==> config.mk <==
export PLATFORM = sky130hd
export DESIGN_NAME = fractional_rate_callback_scheduler
export DESIGN_NICKNAME = d
export VERILOG_FILES = /design/src/rtl/frcs_pkg.sv /design/src/rtl/frcs_front.sv /design/src/rtl/frcs_fifo.sv /design/src/rtl/frcs_back.sv /design/src/rtl/fractional_rate_callback_scheduler.sv
export SDC_FILE = /design/constraint.sdc
export NUM_CORES = 1
export LEC_CHECK = 0
export ABC_AREA = 1
export BUFFER_PORTS_ARGS = -buffer_cell sky130_fd_sc_hd__buf_4
export CORE_ASPECT_RATIO = 1.5
export CORE_MARGIN = 8
export CORE_UTILIZATION = 45
export CTS_CLUSTER_SIZE = 28
export DETAILED_ROUTE_END_ITERATION = 16
export SETUP_SLACK_MARGIN = 0.3
export SLEW_MARGIN = 5
export SYNTH_ARGS = -nofsm -noshare
export SYNTH_HDL_FRONTEND = slang
export SYNTH_SLANG_ARGS = --single-unit
==> constraint.sdc <==
create_clock -name clk_i -period 12.6 [get_ports clk_i]
set_input_delay 2.52 -clock clk_i [delete_from_list [all_inputs] [get_ports clk_i]]
set_output_delay 2.52 -clock clk_i [all_outputs]
set_load 0.01 [all_outputs]
==> src/rtl/frcs_pkg.sv <==
// package for the fractional rate callback scheduler
// types, codes and constants shared by the front, queue, back and top level
package frcs_pkg;

  localparam int MAX_ENTRIES   = 16;
  localparam int QUEUE_DEPTH   = 2;
  localparam int TICK_W        = 32;
  localparam int ID_W          = 8;
  localparam int RATE_W        = 8;
  localparam int CMD_W         = 2;
  localparam int STATUS_W      = 2;
  localparam int CFG_IDX_W     = 1;
  localparam int CFG_DATA_W    = 8;
  localparam int IN_DATA_W     = 16;
  localparam int OUT_DATA_W    = 40;

  localparam logic [RATE_W-1:0] BASE_RATE_RESET = 8'd50;

  localparam logic [CMD_W-1:0] CMD_TICK   = 2'd0;
  localparam logic [CMD_W-1:0] CMD_ADD    = 2'd1;
  localparam logic [CMD_W-1:0] CMD_REMOVE = 2'd2;
  localparam logic [CMD_W-1:0] CMD_CLEAR  = 2'd3;

  localparam logic [CFG_IDX_W-1:0] CFG_BASE_RATE = 1'd0;
  localparam logic [CFG_IDX_W-1:0] CFG_TIMER_EN  = 1'd1;

  typedef enum logic [STATUS_W-1:0] {
    STATUS_DONE      = 2'd0,
    STATUS_FIRED     = 2'd1,
    STATUS_FULL      = 2'd2,
    STATUS_NOT_FOUND = 2'd3
  } status_e;

  typedef enum logic [2:0] {
    OP_NOP,
    OP_TICK,
    OP_ADD,
    OP_REMOVE,
    OP_CLEAR
  } op_e;

  typedef enum logic [1:0] {
    ST_IDLE,
    ST_WALK,
    ST_FINISH
  } back_state_e;

  typedef struct packed {
    op_e               op;
    logic [ID_W-1:0]   id;
    logic [RATE_W-1:0] rate;
  } item_t;

  typedef struct packed {
    logic [ID_W-1:0]   hnd;
    logic [RATE_W-1:0] rate;
    logic [RATE_W-1:0] credit;
  } entry_t;

endpackage

==> src/rtl/frcs_front.sv <==
// front end: decodes incoming commands into queue items
// saturates add rates above the base rate, and a zero add rate, to the base rate; depends on frcs_pkg
module frcs_front (
  input  logic                         s_axis_tvalid_i,
  output logic                         s_axis_tready_o,
  input  logic [frcs_pkg::IN_DATA_W-1:0] s_axis_tdata_i, // handler_id, rate
  input  logic [frcs_pkg::CMD_W-1:0]   s_axis_tuser_i,   // command
  input  logic [frcs_pkg::RATE_W-1:0]  base_rate_i,
  input  logic                         timer_en_i,
  input  logic                         q_full_i,
  output logic                         q_push_o,
  output frcs_pkg::item_t              q_item_o
);

  logic [frcs_pkg::ID_W-1:0]   id;
  logic [frcs_pkg::RATE_W-1:0] rate;

  assign id   = s_axis_tdata_i[frcs_pkg::ID_W-1:0];
  assign rate = s_axis_tdata_i[frcs_pkg::ID_W +: frcs_pkg::RATE_W];

  assign s_axis_tready_o = !q_full_i;
  assign q_push_o        = s_axis_tvalid_i && !q_full_i;

  always_comb begin
    q_item_o.id   = id;
    q_item_o.rate = rate;
    unique case (s_axis_tuser_i)
      frcs_pkg::CMD_TICK: begin
        q_item_o.op = timer_en_i ? frcs_pkg::OP_TICK : frcs_pkg::OP_NOP;
      end
      frcs_pkg::CMD_ADD: begin
        q_item_o.op = frcs_pkg::OP_ADD;
        if (rate == '0 || rate > base_rate_i) begin
          q_item_o.rate = base_rate_i;
        end
      end
      frcs_pkg::CMD_REMOVE: q_item_o.op = frcs_pkg::OP_REMOVE;
      frcs_pkg::CMD_CLEAR:  q_item_o.op = frcs_pkg::OP_CLEAR;
      default:              q_item_o.op = frcs_pkg::OP_NOP;
    endcase
  end

endmodule

==> src/rtl/frcs_fifo.sv <==
// short queue of decoded items between front and back
// depends on frcs_pkg for the item type and depth
module frcs_fifo (
  input  logic            clk_i,
  input  logic            rst_ni,
  input  logic            push_i,
  input  frcs_pkg::item_t item_i,
  output logic            full_o,
  input  logic            pop_i,
  output logic            valid_o,
  output frcs_pkg::item_t item_o
);

  localparam int Depth = frcs_pkg::QUEUE_DEPTH;
  localparam int PtrW  = (Depth > 1) ? $clog2(Depth) : 1;
  localparam int CntW  = $clog2(Depth + 1);
  localparam logic [PtrW-1:0] LastPtr = PtrW'(Depth - 1);

  frcs_pkg::item_t mem_q [Depth];
  logic [PtrW-1:0] wr_ptr_q, wr_ptr_d;
  logic [PtrW-1:0] rd_ptr_q, rd_ptr_d;
  logic [CntW-1:0] cnt_q, cnt_d;
  logic            do_push, do_pop;

  assign full_o  = (cnt_q == CntW'(Depth));
  assign valid_o = (cnt_q != '0);
  assign item_o  = mem_q[rd_ptr_q];
  assign do_push = push_i && !full_o;
  assign do_pop  = pop_i && valid_o;

  always_comb begin
    wr_ptr_d = wr_ptr_q;
    rd_ptr_d = rd_ptr_q;
    cnt_d    = cnt_q;
    if (do_push) begin
      wr_ptr_d = (wr_ptr_q == LastPtr) ? '0 : wr_ptr_q + PtrW'(1);
    end
    if (do_pop) begin
      rd_ptr_d = (rd_ptr_q == LastPtr) ? '0 : rd_ptr_q + PtrW'(1);
    end
    if (do_push && !do_pop) begin
      cnt_d = cnt_q + CntW'(1);
    end else if (do_pop && !do_push) begin
      cnt_d = cnt_q - CntW'(1);
    end
  end

  always_ff @(posedge clk_i or negedge rst_ni) begin
    if (!rst_ni) begin
      wr_ptr_q <= '0;
      rd_ptr_q <= '0;
      cnt_q    <= '0;
    end else begin
      wr_ptr_q <= wr_ptr_d;
      rd_ptr_q <= rd_ptr_d;
      cnt_q    <= cnt_d;
    end
  end

  always_ff @(posedge clk_i) begin
    if (do_push) begin
      mem_q[wr_ptr_q] <= item_i;
    end
  end

endmodule

==> src/rtl/frcs_back.sv <==
// back end: handler table, tick counter, table walk and output register
// the table rotates through its head once per walk; depends on frcs_pkg
module frcs_back #(
  parameter int MaxEntries = frcs_pkg::MAX_ENTRIES
) (
  input  logic                            clk_i,
  input  logic                            rst_ni,
  input  logic [frcs_pkg::RATE_W-1:0]     base_rate_i,
  input  logic                            item_valid_i,
  input  frcs_pkg::item_t                 item_i,
  output logic                            item_pop_o,
  output logic                            m_axis_tvalid_o,
  input  logic                            m_axis_tready_i,
  output logic [frcs_pkg::OUT_DATA_W-1:0] m_axis_tdata_o, // fired_handler, tick_count
  output logic [frcs_pkg::STATUS_W-1:0]   m_axis_tuser_o, // status
  output logic                            m_axis_tlast_o
);

  localparam int CntW = $clog2(MaxEntries + 1);
  localparam int IdW  = frcs_pkg::ID_W;
  localparam int RW   = frcs_pkg::RATE_W;
  localparam int TW   = frcs_pkg::TICK_W;

  frcs_pkg::back_state_e state_q, state_d;
  frcs_pkg::entry_t      tbl_q [MaxEntries];
  frcs_pkg::entry_t      head, head_new;
  frcs_pkg::entry_t      add_entry;

  logic [CntW-1:0] cnt_q, cnt_d;
  logic [CntW-1:0] steps_q, steps_d;
  logic [TW-1:0]   ticks_q, ticks_d;
  logic            walk_rm_q, walk_rm_d;
  logic            found_q, found_d;
  logic [IdW-1:0]  id_q, id_d;
  logic            pend_v_q, pend_v_d;
  logic [IdW-1:0]  pend_q, pend_d;

  logic            out_v_q;
  logic [frcs_pkg::STATUS_W-1:0] out_status_q;
  logic [IdW-1:0]  out_hnd_q;
  logic [TW-1:0]   out_ticks_q;
  logic            out_last_q;

  logic            out_free;
  logic            emit_v, emit_last;
  frcs_pkg::status_e emit_status;
  logic [IdW-1:0]  emit_hnd;
  logic [TW-1:0]   emit_ticks;
  logic            do_add, do_step, keep;
  logic            fire;
  logic [RW-1:0]   cred_dec;
  logic [CntW-1:0] wr_pos;

  assign head     = tbl_q[0];
  assign fire     = (head.credit <= head.rate);
  assign cred_dec = head.credit - head.rate;
  assign out_free = !out_v_q || m_axis_tready_i;
  assign wr_pos   = cnt_q - CntW'(1);

  always_comb begin
    add_entry.hnd    = item_i.id;
    add_entry.rate   = item_i.rate;
    add_entry.credit = base_rate_i;
  end

  always_comb begin
    head_new = head;
    if (!walk_rm_q) begin
      head_new.credit = fire ? cred_dec + base_rate_i : cred_dec;
    end
  end

  always_comb begin
    state_d     = state_q;
    cnt_d       = cnt_q;
    steps_d     = steps_q;
    ticks_d     = ticks_q;
    walk_rm_d   = walk_rm_q;
    found_d     = found_q;
    id_d        = id_q;
    pend_v_d    = pend_v_q;
    pend_d      = pend_q;
    item_pop_o  = 1'b0;
    emit_v      = 1'b0;
    emit_status = frcs_pkg::STATUS_DONE;
    emit_hnd    = '0;
    emit_ticks  = ticks_q;
    emit_last   = 1'b1;
    do_add      = 1'b0;
    do_step     = 1'b0;
    keep        = 1'b1;
    unique case (state_q)
      frcs_pkg::ST_IDLE: begin
        if (item_valid_i && out_free) begin
          item_pop_o = 1'b1;
          unique case (item_i.op)
            frcs_pkg::OP_CLEAR: begin
              ticks_d    = '0;
              emit_v     = 1'b1;
              emit_ticks = '0;
            end
            frcs_pkg::OP_ADD: begin
              emit_v = 1'b1;
              if (cnt_q == CntW'(MaxEntries)) begin
                emit_status = frcs_pkg::STATUS_FULL;
              end else begin
                do_add = 1'b1;
                cnt_d  = cnt_q + CntW'(1);
              end
            end
            frcs_pkg::OP_REMOVE: begin
              if (cnt_q == '0) begin
                emit_v      = 1'b1;
                emit_status = frcs_pkg::STATUS_NOT_FOUND;
              end else begin
                state_d   = frcs_pkg::ST_WALK;
                walk_rm_d = 1'b1;
                found_d   = 1'b0;
                id_d      = item_i.id;
                steps_d   = cnt_q;
              end
            end
            frcs_pkg::OP_TICK: begin
              ticks_d = ticks_q + TW'(1);
              if (cnt_q == '0) begin
                emit_v     = 1'b1;
                emit_ticks = ticks_q + TW'(1);
              end else begin
                state_d   = frcs_pkg::ST_WALK;
                walk_rm_d = 1'b0;
                pend_v_d  = 1'b0;
                steps_d   = cnt_q;
              end
            end
            default: emit_v = 1'b1;
          endcase
        end
      end
      frcs_pkg::ST_WALK: begin
        if (walk_rm_q) begin
          do_step = 1'b1;
          if (head.hnd == id_q && !found_q) begin
            keep    = 1'b0;
            found_d = 1'b1;
            cnt_d   = cnt_q - CntW'(1);
          end
        end else if (!(fire && pend_v_q && !out_free)) begin
          do_step = 1'b1;
          if (fire) begin
            if (pend_v_q) begin
              emit_v      = 1'b1;
              emit_status = frcs_pkg::STATUS_FIRED;
              emit_hnd    = pend_q;
              emit_last   = 1'b0;
            end
            pend_v_d = 1'b1;
            pend_d   = head.hnd;
          end
        end
        if (do_step) begin
          steps_d = steps_q - CntW'(1);
          if (steps_q == CntW'(1)) begin
            state_d = frcs_pkg::ST_FINISH;
          end
        end
      end
      frcs_pkg::ST_FINISH: begin
        if (out_free) begin
          emit_v  = 1'b1;
          state_d = frcs_pkg::ST_IDLE;
          if (walk_rm_q) begin
            emit_status = found_q ? frcs_pkg::STATUS_DONE : frcs_pkg::STATUS_NOT_FOUND;
          end else if (pend_v_q) begin
            emit_status = frcs_pkg::STATUS_FIRED;
            emit_hnd    = pend_q;
          end
        end
      end
      default: state_d = frcs_pkg::ST_IDLE;
    endcase
  end

  always_ff @(posedge clk_i or negedge rst_ni) begin
    if (!rst_ni) begin
      state_q   <= frcs_pkg::ST_IDLE;
      cnt_q     <= '0;
      steps_q   <= '0;
      ticks_q   <= '0;
      walk_rm_q <= 1'b0;
      found_q   <= 1'b0;
      pend_v_q  <= 1'b0;
      out_v_q   <= 1'b0;
    end else begin
      state_q   <= state_d;
      cnt_q     <= cnt_d;
      steps_q   <= steps_d;
      ticks_q   <= ticks_d;
      walk_rm_q <= walk_rm_d;
      found_q   <= found_d;
      pend_v_q  <= pend_v_d;
      if (emit_v) begin
        out_v_q <= 1'b1;
      end else if (m_axis_tready_i) begin
        out_v_q <= 1'b0;
      end
    end
  end

  always_ff @(posedge clk_i) begin
    id_q   <= id_d;
    pend_q <= pend_d;
    if (emit_v) begin
      out_status_q <= emit_status;
      out_hnd_q    <= emit_hnd;
      out_ticks_q  <= emit_ticks;
      out_last_q   <= emit_last;
    end
  end

  // table cells: add shifts toward the tail, a walk step rotates the head to the tail
  for (genvar j = 0; j < MaxEntries; j++) begin : g_cell
    localparam logic [CntW-1:0] Pos = CntW'(j);
    always_ff @(posedge clk_i) begin
      if (do_add) begin
        if (j == 0) begin
          tbl_q[j] <= add_entry;
        end else begin
          tbl_q[j] <= tbl_q[(j > 0) ? j - 1 : 0];
        end
      end else if (do_step) begin
        if (keep && Pos == wr_pos) begin
          tbl_q[j] <= head_new;
        end else if (j < MaxEntries - 1) begin
          tbl_q[j] <= tbl_q[(j < MaxEntries - 1) ? j + 1 : j];
        end
      end
    end
  end

  assign m_axis_tvalid_o = out_v_q;
  assign m_axis_tdata_o  = {out_ticks_q, out_hnd_q};
  assign m_axis_tuser_o  = out_status_q;
  assign m_axis_tlast_o  = out_last_q;

endmodule

==> src/rtl/fractional_rate_callback_scheduler.sv <==
// add, clear, disabled tick, and tick or remove on an empty table give one result each;
// tick and remove walk the table one entry per cycle, a tick walk holding while a fired
// handler waits for a busy output, through the single rotating table head in the back end
// a two-entry queue lets the front accept while the back walks
// reset: table empty, tick count zero, base_rate 50, timer off; entry storage is not cleared
module fractional_rate_callback_scheduler #(
  parameter int MaxEntries = frcs_pkg::MAX_ENTRIES
) (
  input  logic                             clk_i,
  input  logic                             rst_ni,
  input  logic                             s_axis_tvalid_i,
  output logic                             s_axis_tready_o,
  input  logic [frcs_pkg::IN_DATA_W-1:0]   s_axis_tdata_i,  // handler_id, rate
  input  logic [frcs_pkg::CMD_W-1:0]       s_axis_tuser_i,  // command
  output logic                             m_axis_tvalid_o,
  input  logic                             m_axis_tready_i,
  output logic [frcs_pkg::OUT_DATA_W-1:0]  m_axis_tdata_o,  // fired_handler, tick_count
  output logic [frcs_pkg::STATUS_W-1:0]    m_axis_tuser_o,  // status
  output logic                             m_axis_tlast_o,
  input  logic                             cfg_we_i,
  input  logic [frcs_pkg::CFG_IDX_W-1:0]   cfg_idx_i,
  input  logic [frcs_pkg::CFG_DATA_W-1:0]  cfg_data_i
);

  logic [frcs_pkg::RATE_W-1:0] base_rate_q;
  logic                        timer_en_q;
  logic                        q_full, q_push, q_valid, q_pop;
  frcs_pkg::item_t             q_in, q_out;

  always_ff @(posedge clk_i or negedge rst_ni) begin
    if (!rst_ni) begin
      base_rate_q <= frcs_pkg::BASE_RATE_RESET;
      timer_en_q  <= 1'b0;
    end else if (cfg_we_i) begin
      unique case (cfg_idx_i)
        frcs_pkg::CFG_BASE_RATE: base_rate_q <= cfg_data_i[frcs_pkg::RATE_W-1:0];
        frcs_pkg::CFG_TIMER_EN:  timer_en_q  <= cfg_data_i[0];
        default: ;
      endcase
    end
  end

  frcs_front u_front (
    .s_axis_tvalid_i (s_axis_tvalid_i),
    .s_axis_tready_o (s_axis_tready_o),
    .s_axis_tdata_i  (s_axis_tdata_i),
    .s_axis_tuser_i  (s_axis_tuser_i),
    .base_rate_i     (base_rate_q),
    .timer_en_i      (timer_en_q),
    .q_full_i        (q_full),
    .q_push_o        (q_push),
    .q_item_o        (q_in)
  );

  frcs_fifo u_fifo (
    .clk_i   (clk_i),
    .rst_ni  (rst_ni),
    .push_i  (q_push),
    .item_i  (q_in),
    .full_o  (q_full),
    .pop_i   (q_pop),
    .valid_o (q_valid),
    .item_o  (q_out)
  );

  frcs_back #(
    .MaxEntries (MaxEntries)
  ) u_back (
    .clk_i           (clk_i),
    .rst_ni          (rst_ni),
    .base_rate_i     (base_rate_q),
    .item_valid_i    (q_valid),
    .item_i          (q_out),
    .item_pop_o      (q_pop),
    .m_axis_tvalid_o (m_axis_tvalid_o),
    .m_axis_tready_i (m_axis_tready_i),
    .m_axis_tdata_o  (m_axis_tdata_o),
    .m_axis_tuser_o  (m_axis_tuser_o),
    .m_axis_tlast_o  (m_axis_tlast_o)
  );

endmodule
Word level (Yosys, flattened, before mapping) --
Memories as Yosys holds them, arrays and structs flattened. Cells that the tools add are included.
Storage, ports and cells: flip-flop bits (word level) 120, memory bits (writable) 422, output and inout port bits 45, memories 2
Operators by class: $add $sub $neg 10, $lt $le $gt $ge 2, eq/ne operators 45, mux-type cells 250, bitwise gates (word level) 37, reductions and logical operators 57
Memories:
- u_back.tbl_q | depth 16, bits a word 24, read ports 16, clocked after memory_dff 0, wr ports 16, RTL line frcs_back.sv:25 | frcs_pkg::entry_t tbl_q [MaxEntries];
- u_fifo.mem_q | depth 2, bits a word 19, read ports 1, clocked after memory_dff 0, wr ports 1, RTL line frcs_fifo.sv:19 | frcs_pkg::item_t mem_q [Depth];
Operators by type and width (count):
- $mux 24 | 31
- $mux 1 | 167
- $pmux 32 s2 | 2
- $mux 32 | 3
- $mux 8 | 10
- $mux 5 | 9
- $eq 4x5->1 const A | 8
- $mux 2 | 17
- $add 32x1->32 const B | 1
- $or 1x1->1 | 31
- $logic_and 1x1->1 | 25
- $eq 3x5->1 const A | 4
- $ne 2x2->1 const B | 10
- $pmux 5 s2 | 2
- $reduce_and 6->1 | 3
- $pmux 8 s2 | 1
- $ne 2x1->1 const B | 7
- $pmux 2 s3 | 2
- $pmux 3 s4 | 1
- $reduce_bool 2->1 | 6
- $eq 2x5->1 const A | 2
- $logic_not 5->1 | 2
- $reduce_and 5->1 | 2
- $sub 5x1->5 const B | 2
- 31 further kinds | 53

Logic depth before layout (Yosys ltp) --
Gate-level depths: netlist (run 1).
word-level depth 13, mapped depth 25, gate-level depth less buffers 24

Modules after synthesis --
Synthesis (run 1) repeated with hierarchy kept, for this count alone.
Second synthesis, totals: cells, all modules 3225, area, all modules 28373.5 µm²
Modules (own cells, without submodules):
- frcs_back | times used 1, cells each 2967, area each 25861.1 µm², sequential area each 14503.9 µm²
- frcs_fifo | times used 1, cells each 131, area each 1624.1 µm², sequential area each 1241.2 µm²
- frcs_front | times used 1, cells each 87, area each 516.7 µm², sequential area each 0.0 µm²
- fractional_rate_callback_scheduler | times used 1, cells each 40, area each 371.6 µm², sequential area each 229.0 µm²

Least setup slack after synthesis (run 1) --
Ideal clock, no wire load.
kind input to register, start point input port m_axis_tready_i, end point memory u_back.tbl_q[0][0] (netlist name), enable pin, setup time 2403 ps, arrival time 8323 ps, required time 10197 ps, path slack 1873 ps, cell stages on the path 6, cells stage by stage nor2_1 nand2_1 nor2_1 nand2_2 nand2_1 nand2_1
RTL lines:
- from (decl) | RTL line fractional_rate_callback_scheduler.sv:16 | input logic m_axis_tready_i,
- to (decl) | RTL line frcs_back.sv:25

==> flow_summary.toml, run 1 <==
[outcome]
outcome = "complete, no violations"

[die]
core_region_area_um2 = 62100
pin_count = 77
floorplan.rows = 112
chipHeight_um = 322
horiz_die_dim_um = 220
initial_utilization = 0.454
dieArea_um2 = 71000

[final_layout]
layout.cells.most_common_list = "1107 x nand2_1, 718 x nand3_1, 481 x edfxtp_1"
layout.cells.most_common = "nand2_1"
n_antenna_cell = 0
post_route_cells_drive_above_1_share = 0.0790
nNetsFinal = 3234
syn_to_final_growth_pct = 9.60
final_cell_count_no_fill = 4001

[clocking]
tritoncts_buffer_count = 52
clk_pin_slew_ns = 0.06
clk_root_buffer_cell = "clkbuf_16"
clockBufferDepth = 3
tritoncts = "done"
number_of_gates_resized_after_cts = 0
cts.htree.levels = 2
postCtsSetupBuffers = 0
tritoncts_num_sinks = 542
cts_hold_buf = 0
clk-insertion-delay-late_ns = 0.62

[pwr]
ir_worst_vdd_mv = 0.193
power_leakage_uw = 0.0125
power-per-cell-area_nw_per_um2 = 315

[sta]
layout_worst_path_cycle_share = 0.425
max_freq_mhz = 187
grt_setup_unrepaired = "false"
finalWorstSetupSlack_ns = 7.24
worst_pin_slew_ns = 1.06
report.final.setup_viol = 0
timing.final.crit_period_ns = 5.36
setup_tns_ns = 0
clock-skew-final_ns = 0.0245
slew_viol_final = 0
hold_viol_final = 0
slew-limit-headroom = 0.293

[placement]
place.gp.congestion = 0.928
detailed_place_hpwl_um = 53800
buffers_on_ports = 76
pre_cts_slack_ns = 6.62
place_inst = 3903

[logic_synthesis]
synthArstFlopShare = 0.113
ys_seq_area_frac = 0.567
ys_types = 50
dominantRegCellSynth = "edfxtp_1"
postSynthCellCount = 3178
ys.warnings.count = 0
synth_edf_count = 481
syn-mean-instance-area_um2 = 8.86
syn-num-nets = 3253
netlist_area_pre_place_um2 = 28200
synth-seq-cells = 542

[setup_path]
path_max_fanout = 180
type_of_the_worst_setup_path = "primary input to register"
critical-path-slowest-cell = "buf_4"
critical_path.endpoint_type = "register"
worst_stage_delay_on_the_critical_path_ns = 0.62
worst_endpoint_required_time_ns = 13.08
crit_path_cell_trace = "buf_4 > nor2_1 > a21oi_2 > nand2_2 > inv_2 > nand3_4 > inv_1 > nor2_4 > buf_4 > buf_12 > nand2_1 > inv_2 > nand2_1 > nand3_1"
timing.critical_path.arrival_ns = 5.83
critPathLaunchType = "primary input"

[route]
num_vias = 23200
wl_per_cell_um = 21.2
dr.pass1.iters = 7
detail_route.vias_per_cell = 5.80
antenna_left = 0
detail_route.iter0.violations = 2893
post-route-drc-count = 0
routed_wl_um = 84900

[worst_hold_path]
hold_path_class = "register to register"

[global_routing]
maximum_number_of_pins_on_one_net_before_global_route_repair = 195
grt_remaining_overflow = 0
grt_antenna_before_repair = 0
wire_length_of_the_first_global_routing_pass_um = 130000
grt_util_all_layers = 0.235
first_global_vias = 22300

[run]
timing.max_cap.violations = 0
==> layer usage <==
metal | routed length (um) | up-vias | global-route usage
li1 | - | 10700 | -
met1 | 33000 | 11200 | 0.289
met2 | 42300 | 1021 | 0.406
met3 | 5830 | 207 | 0.0315
met4 | 3800 | 0 | 0.107
met5 | 0 | - | 0
==> cells in the mapped netlist, types with 2 or more instances <==
| cell | count | area (um2) |
|---|---|---|
| nor4_1 | 2 | 12.5 |
| edfxtp_1 | 481 | 14400 |
| nor3_1 | 20 | 100 |
| a22oi_1 | 7 | 52.6 |
| inv_2 | 12 | 45.0 |
| fa_1 | 2 | 40.0 |
| nand2_1 | 1109 | 4160 |
| a21oi_1 | 45 | 225 |
| buf_2 | 92 | 460 |
| xnor2_1 | 8 | 70.1 |
| nand3_2 | 8 | 80.1 |
| nand3b_1 | 6 | 45.0 |
| nand3_4 | 2 | 35.0 |
| o21ai_0 | 80 | 400 |
| nand2_2 | 5 | 31.3 |
| buf_1 | 5 | 18.8 |
| dfrtp_1 | 58 | 1450 |
| clkbuf_1 | 56 | 210 |
| buf_4 | 27 | 203 |
| o31ai_1 | 5 | 37.5 |
| nor2_1 | 115 | 432 |
| a21oi_2 | 2 | 17.5 |
| ha_1 | 41 | 513 |
| o21ai_1 | 4 | 20.0 |
| xor2_1 | 22 | 193 |
| buf_6 | 5 | 56.3 |
| a31oi_1 | 4 | 25.0 |
| nand3_1 | 719 | 3600 |
| nand4_1 | 8 | 50.1 |
| mux2i_1 | 8 | 80.1 |
| inv_1 | 164 | 616 |
| nor2_2 | 18 | 113 |
| o22ai_1 | 13 | 81.3 |
| dfstp_2 | 3 | 78.8 |
| or2_2 | 7 | 43.8 |
==> stage by stage <==
| stage | hold slack [ns] | cell area, um2 | power (uW) | util |
|---|---|---|---|---|
| after floorplan | 0.421 | 28200 | 6930 | - |
| final | 0.491 | 30900 | 9710 | 0.497 |
| after global routing | 0.528 | 30900 | 10300 | 0.497 |
| after CTS | 0.495 | 30900 | 9730 | 0.497 |
| after global placement | 0.488 | 29100 | 7980 | 0.469 |
| after detailed placement | 0.485 | 29100 | 8070 | 0.469 |
==> state kept, by name, indices dropped and copies added, names as in the netlist, 5 cells and up <==
register / flops
u_back.out_ticks_q: 32
u_back.pend_q: 8
u_back.id_q: 8
u_back.ticks_q: 32
u_back.tbl_q: 384
u_back.cnt_q: 5
u_back.steps_q: 5
u_fifo.mem_q: 38
u_back.out_hnd_q: 8
base_rate_q: 8
==> critical path, delay by kind of cell <==
kind                   cells  cell delay [ns]
AO/OA/AOI/OAI              1             0.09
AND/OR/NAND/NOR            7             1.12
buffers and inverters      6             1.96
==> cell type report <==
class	count	area [um2]
Clock buffer	64	1380
Multi-Input combinational cell	2273	10600
Timing Repair Buffer	113	886
Fill cell	5834	31200
Tap cell	798	998
Inverter	177	666
Clock inverter	34	342
Sequential cell	542	16000
==> final timing paths <==
kind	slack [ns]	depth (start not counted)	from	to
worst min register to register	0.49	1	u_fifo.cnt_q[0]$_DFFE_PN0P_	u_fifo.cnt_q[0]$_DFFE_PN0P_
worst max register to register	7.39	16	u_back.tbl_q[0][12]$_DFFE_PP_	u_back.tbl_q[1][10]$_DFFE_PP_
max in group asynchronous	9.93	1	rst_ni	u_back.ticks_q[31]$_DFFE_PN0P_
min in group asynchronous	2.01	1	rst_ni	timer_en_q$_DFFE_PN0P_
worst max-delay path	7.24	14	m_axis_tready_i	u_back.tbl_q[1][10]$_DFFE_PP_
worst min-delay path	0.49	1	u_fifo.cnt_q[0]$_DFFE_PN0P_	u_fifo.cnt_q[0]$_DFFE_PN0P_
==> power breakdown <==
part	internal, uW	switching [uW]
clock	920	712
sequential	3350	600
combinational	1230	2890
total	5510	4200
==> kinds of logic (layout without fill, tap and decap cells) <==
group,Yosys count,after routing,share of synthesized area
AO/OA/AOI/OAI,168,168,0.0328
flip-flops,542,542,0.567
XOR/XNOR,30,30,0.00933
multiplexers,9,9,0.00324
adder cells (fa/ha/maj),43,43,0.0196
AND/OR/NAND/NOR,2023,2023,0.310
buffers and inverters,363,388,0.0575
Power figures use the tool's default switching activity.
==> run 2, diff against run 1 <==
- clock period: 12.6 -> 4.4 ns (I/O delays scaled with it)
==> run 2 against run 1 <==
- sequential share of layout area down 0.90 points
- clock skew fell by 0.0016 ns
- combinational power grew to 3.0 times the previous value
- clock power rose to 2.9 times the previous value
- die area unchanged
- routed wire length about the same
- non-clock buffer count increased by 54
- critical path depth rose by 1
- count of clock-buffer cells in the layout is 5 higher
- worst hold slack worse by 0.14 ns
- setup slack worse by 6.7 ns
- largest power group unchanged
==> flow_summary.toml, run 2 (synthesis gave the netlist of run 1 again) <==
[final_layout]
layout.cells.most_common = "nand2_1"
register_bank_with_the_most_flops = "u_back.tbl_q"
nNetsFinal = 3290
n_antenna_cell = 0
syn_to_final_growth_pct = 11.5
layout.cells.most_common_list = "1106 x nand2_1, 719 x nand3_1, 481 x edfxtp_1"
largest_registers = "u_back.tbl_q: 384 flops, u_fifo.mem_q: 38 flops"
final_cell_count_no_fill = 4054
largest_register_ff_count = 384
post_route_cells_drive_above_1_share = 0.0949

[setup_path]
r2r_end = "u_back.tbl_q[1][179]$_DFFE_PP_"
type_of_the_worst_setup_path = "register to register"
timing.critical_path.arrival_ns = 4.24
critPathLaunchType = "register"
r2r_start = "u_back.tbl_q[0][15]$_DFFE_PP_"
critical_path.endpoint_type = "register"
path_max_fanout = 14
setup.reg_to_reg.worst_slack_ns = 0.51
reg2regPathDepth = 15
worst_endpoint_required_time_ns = 4.75

[pwr]
power-per-cell-area_nw_per_um2 = 904
power_leakage_uw = 0.0128
ir_worst_vdd_mv = 0.427

[placement]
pre_cts_slack_ns = 0.393
detailed_place_hpwl_um = 58100
place.gp.congestion = 0.942
buffers_on_ports = 76
place_inst = 3957

[die]
initial_utilization = 0.454
horiz_die_dim_um = 220
chipHeight_um = 322
pin_count = 77
floorplan.rows = 112
dieArea_um2 = 71000
core_region_area_um2 = 62100

[global_routing]
first_global_vias = 22800
grt_remaining_overflow = 0
wire_length_of_the_first_global_routing_pass_um = 132000
grt_util_all_layers = 0.239
maximum_number_of_pins_on_one_net_before_global_route_repair = 88
grt_antenna_before_repair = 0

[route]
num_vias = 23200
wl_per_cell_um = 20.9
detail_route.vias_per_cell = 5.73
routed_wl_um = 84900
dr.pass1.iters = 6
post-route-drc-count = 0
antenna_left = 0
detail_route.iter0.violations = 2386

[clocking]
postCtsSetupBuffers = 0
tritoncts_buffer_count = 54
tritoncts_num_sinks = 542
clockBufferDepth = 3
number_of_gates_resized_after_cts = 0
cts.htree.levels = 2
tritoncts = "done"
clk-insertion-delay-late_ns = 0.64
cts_hold_buf = 0
clk_root_buffer_cell = "clkbuf_16"
clk_pin_slew_ns = 0.06

[worst_hold_path]
hold_path_class = "primary input to asynchronous set/reset pin"

[sta]
finalWorstSetupSlack_ns = 0.509
report.final.setup_viol = 0
hold-worst-slack_ns = 0.355
layout_worst_path_cycle_share = 0.884
slew-limit-headroom = 0.216
timing.final.crit_period_ns = 3.89
slew_viol_final = 0
hold_viol_final = 0
clock-skew-final_ns = 0.0229
worst_pin_slew_ns = 1.16
max_freq_mhz = 257
setup_tns_ns = 0
grt_setup_unrepaired = "false"

[run]
timing.max_cap.violations = 0

[outcome]
outcome = "complete, no violations"
run 2: critical path: stages (launching register included):
cell	delay, ns
edfxtp_1	0.67
inv_1	0.23
ha_1	0.39
nand2_1	0.12
inv_1	0.05
a21oi_1	0.19
nand2_1	0.11
nand2_1	0.16
nand2_2	0.11
nand3_1	0.13
nor2_1	0.06
nand2_1	0.37
buf_4	0.25
buf_4	0.21
nand2_1	0.19
o21ai_1	0.36
run 2: worst max-delay path by stage:
stage / startpoint / end / slack [ns] / cells past startpoint
after CTS: u_back.tbl_q[0][15]$_DFFE_PP_ / u_back.tbl_q[1][179]$_DFFE_PP_ / 0.34 / 14
after global routing: u_back.tbl_q[0][15]$_DFFE_PP_ / u_back.tbl_q[1][179]$_DFFE_PP_ / 0.31 / 15
final: u_back.tbl_q[0][15]$_DFFE_PP_ / u_back.tbl_q[1][179]$_DFFE_PP_ / 0.51 / 15
after global placement: u_back.tbl_q[0][15]$_DFFE_PP_ / u_back.tbl_q[1][179]$_DFFE_PP_ / 0.31 / 14
after detailed placement: u_back.tbl_q[0][15]$_DFFE_PP_ / u_back.tbl_q[1][179]$_DFFE_PP_ / 0.39 / 14
after floorplan: u_back.tbl_q[0][0]$_DFFE_PP_ / u_back.m_axis_tlast_o$_SDFFCE_PN1P_ / 0.74 / 16
run 2: where the power goes:
part	internal (uW)	switching [uW]	total, uW	leakage [uW]
Combinational	3920	8540	12500	0.00663
Clock	2710	2040	4750	0.000859
Sequential	9570	1600	11200	0.00536
run 2: cell type report:
type / instances / area (um2)
clock buffers: 69 / 1440
clock inverters: 28 / 328
fillers: 5778 / 30700
inverters: 177 / 666
multi-input cells: 2273 / 10600
flip-flops and latches: 542 / 16000
well taps: 798 / 998
repair buffers: 167 / 1400
run 2: layer usage:
layer / global-route usage / share of wire
met5: 0 / 0
met4: 0.103 / 0.045
met3: 0.0319 / 0.067
met1: 0.294 / 0.39
met2: 0.414 / 0.50
run 2: metrics by stage:
stage	total power, uW	instance area (um2)	util
after CTS	28500	31400	0.506
after floorplan	19300	28200	-
after global routing	30300	31400	0.506
after detailed placement	23600	29600	0.477
after global placement	23300	29600	0.477
final	28400	31400	0.506
==> run 3, diff against run 2 <==
- CORE_UTILIZATION: 45 -> 57
- PLACE_DENSITY: unset -> 0.77
==> run 3 against run 2 <==
- global-route usage rose by 5.4 points
- register-to-register slack barely moved
- first-iteration DRC count increased by 23%
- non-clock buffer count decreased by 13
- cell count is 3.7% lower
- sequential power about the same
- power fell by 1.4%
==> flow_summary.toml, run 3 (synthesis gave the netlist of run 1 again) <==
[clocking]
clk-insertion-delay-late_ns = 0.60
cts.htree.levels = 2
postCtsSetupBuffers = 0
clk_pin_slew_ns = 0.06
number_of_gates_resized_after_cts = 0
tritoncts = "done"
cts_hold_buf = 0
clk_root_buffer_cell = "clkbuf_16"
clockBufferDepth = 3
tritoncts_buffer_count = 50
tritoncts_num_sinks = 542

[setup_path]
setup.reg_to_reg.worst_slack_ns = 0.51
critical-path-slowest-cell = "edfxtp_1"
crit_path_cell_trace = "inv_1 > ha_1 > nand2_1 > nor2_1 > nand3_1 > nand2_1 > nand2_1 > nand2_2 > nand3_4 > buf_16 > nor2_2 > buf_4 > nand2_1 > nand3_1"
crit_path_frequent_cell = "nand2_1"
worstPathBufferInverterCount = 3
path_max_fanout = 175
critical_path.endpoint_type = "register"
type_of_the_worst_setup_path = "register to register"
critPathLaunchType = "register"
worst_stage_delay_on_the_critical_path_ns = 0.68
timing.critical_path.arrival_ns = 4.33
timing.critical_path.max_delay_family = "simple AND/OR/NAND/NOR gates"
worst_endpoint_required_time_ns = 4.84

[final_layout]
layout.cells.most_common_list = "1107 x nand2_1, 719 x nand3_1, 481 x edfxtp_1"
largest_register_ff_count = 384
post_route_cells_drive_above_1_share = 0.0889
number_of_fill_cells = 4001
n_antenna_cell = 0
largest_registers = "u_back.tbl_q: 384 flops, u_fifo.mem_q: 38 flops"
syn_to_final_growth_pct = 9.94
nNetsFinal = 3273
layout.cells.most_common = "nand2_1"
register_bank_with_the_most_flops = "u_back.tbl_q"

[sta]
setup_tns_ns = 0
slew-limit-headroom = 0.314
hold_viol_final = 0
report.final.setup_viol = 0
layout_worst_path_cycle_share = 0.885
grt_setup_unrepaired = "false"
timing.final.crit_period_ns = 3.89
max_freq_mhz = 257
worst_pin_slew_ns = 1.03
finalWorstSetupSlack_ns = 0.507
clock-skew-final_ns = 0.0318
slew_viol_final = 0

[pwr]
power.sequential.fraction = 0.404
share_clk_of_total_power = 0.153
internal_dissipation_uw = 15700
total_net_switching_power_uw = 12200
total_power_uw = 28000
power_switching_share = 0.437
ir_worst_vdd_mv = 0.579
pwr-share-comb = 0.443
power_leakage_uw = 0.0127
power-per-cell-area_nw_per_um2 = 904

[placement]
pre_cts_slack_ns = 0.529
detailed_place_hpwl_um = 56100
buffers_on_ports = 76
place.gp.congestion = 0.938

[global_routing]
wire_length_of_the_first_global_routing_pass_um = 130000
maximum_number_of_pins_on_one_net_before_global_route_repair = 176
first_global_vias = 23000
grt_util_all_layers = 0.293
grt_antenna_before_repair = 1
grt_remaining_overflow = 0

[worst_hold_path]
hold_path_class = "primary input to asynchronous set/reset pin"

[die]
pin_count = 77
horiz_die_dim_um = 197
chipHeight_um = 288
dieArea_um2 = 56900
initial_utilization = 0.573
core_region_area_um2 = 49200
floorplan.rows = 100

[route]
routed_wl_um = 84800
dr.pass1.iters = 6
wl_per_cell_um = 21.7
antenna_left = 0
num_vias = 24000
detail_route.vias_per_cell = 6.14
post-route-drc-count = 0
detail_route.iter0.violations = 2932

[outcome]
outcome = "complete, no violations"

[run]
timing.max_cap.violations = 0
-- run 3: cell count changes in the layout (fill, tap and decap cells not counted), sizes merged --
cell / delta
clkinv: +2
inv: -1
bufinv: -4
buf: -13
clkbuf: -3
clkinvlp: +2
-- run 3: final timing paths --
check,to,from,depth (start not counted)
setup / recovery,u_back.tbl_q[0][88]$_DFFE_PP_,u_back.tbl_q[0][15]$_DFFE_PP_,14
hold / removal,base_rate_q[3]$_DFFE_PN0P_,rst_ni,1
setup reg to reg,u_back.tbl_q[0][88]$_DFFE_PP_,u_back.tbl_q[0][15]$_DFFE_PP_,14
hold reg to reg,u_fifo.cnt_q[0]$_DFFE_PN0P_,u_fifo.cnt_q[0]$_DFFE_PN0P_,1
max in group asynchronous,u_back.ticks_q[12]$_DFFE_PN0P_,rst_ni,1
min in group clk_i,u_fifo.mem_q[1][15]$_DFFE_PP_,s_axis_tdata_i[7],1
-- run 3: per-stage QoR --
| step | hold WS, ns | util | std cells | instance area, um2 |
|---|---|---|---|---|
| 2_1_floorplan | 0.421 | - | 3178 | 28200 |
| 5_1_grt | 0.447 | 0.630 | 3902 | 31000 |
| 3_5_place_dp | 0.497 | 0.598 | 3809 | 29400 |
| 4_1_cts | 0.423 | 0.629 | 3902 | 30900 |
| 3_3_place_gp | 0.484 | 0.598 | 3809 | 29400 |
| 6_report | 0.379 | 0.630 | 3902 | 31000 |
-- run 3: routing by layer --
| layer | share of wire | track usage | vias to the layer above | wire length, um |
|---|---|---|---|---|
| li1 | - | - | 10800 | - |
| met1 | 0.35 | 0.348 | 11400 | 29900 |
| met2 | 0.48 | 0.492 | 1448 | 41100 |
| met3 | 0.097 | 0.0518 | 328 | 8200 |
| met4 | 0.066 | 0.176 | 2 | 5590 |
| met5 | 0.00014 | 0 | - | 12 |
-- run 3: layout make-up --
class,count,area (um2),area share
clock buffer,66,1340,0.0434
timing repair buffer,154,1340,0.0432
clock inverter,27,206,0.00667
inverter,177,666,0.0215
multi-input combinational,2273,10600,0.342
sequential,542,16000,0.516
tap,663,830,0.0268
-- run 3: power by group through the flow --
stage | registers (uW) | logic (uW) | clock network (uW)
finish | 11300 | 12400 | 4270
global route | 11500 | 13600 | 4460
CTS | 11200 | 12300 | 4290
detailed placement | 11300 | 12200 | 0
global placement | 11200 | 11900 | 0
floorplan | 10700 | 8610 | 0
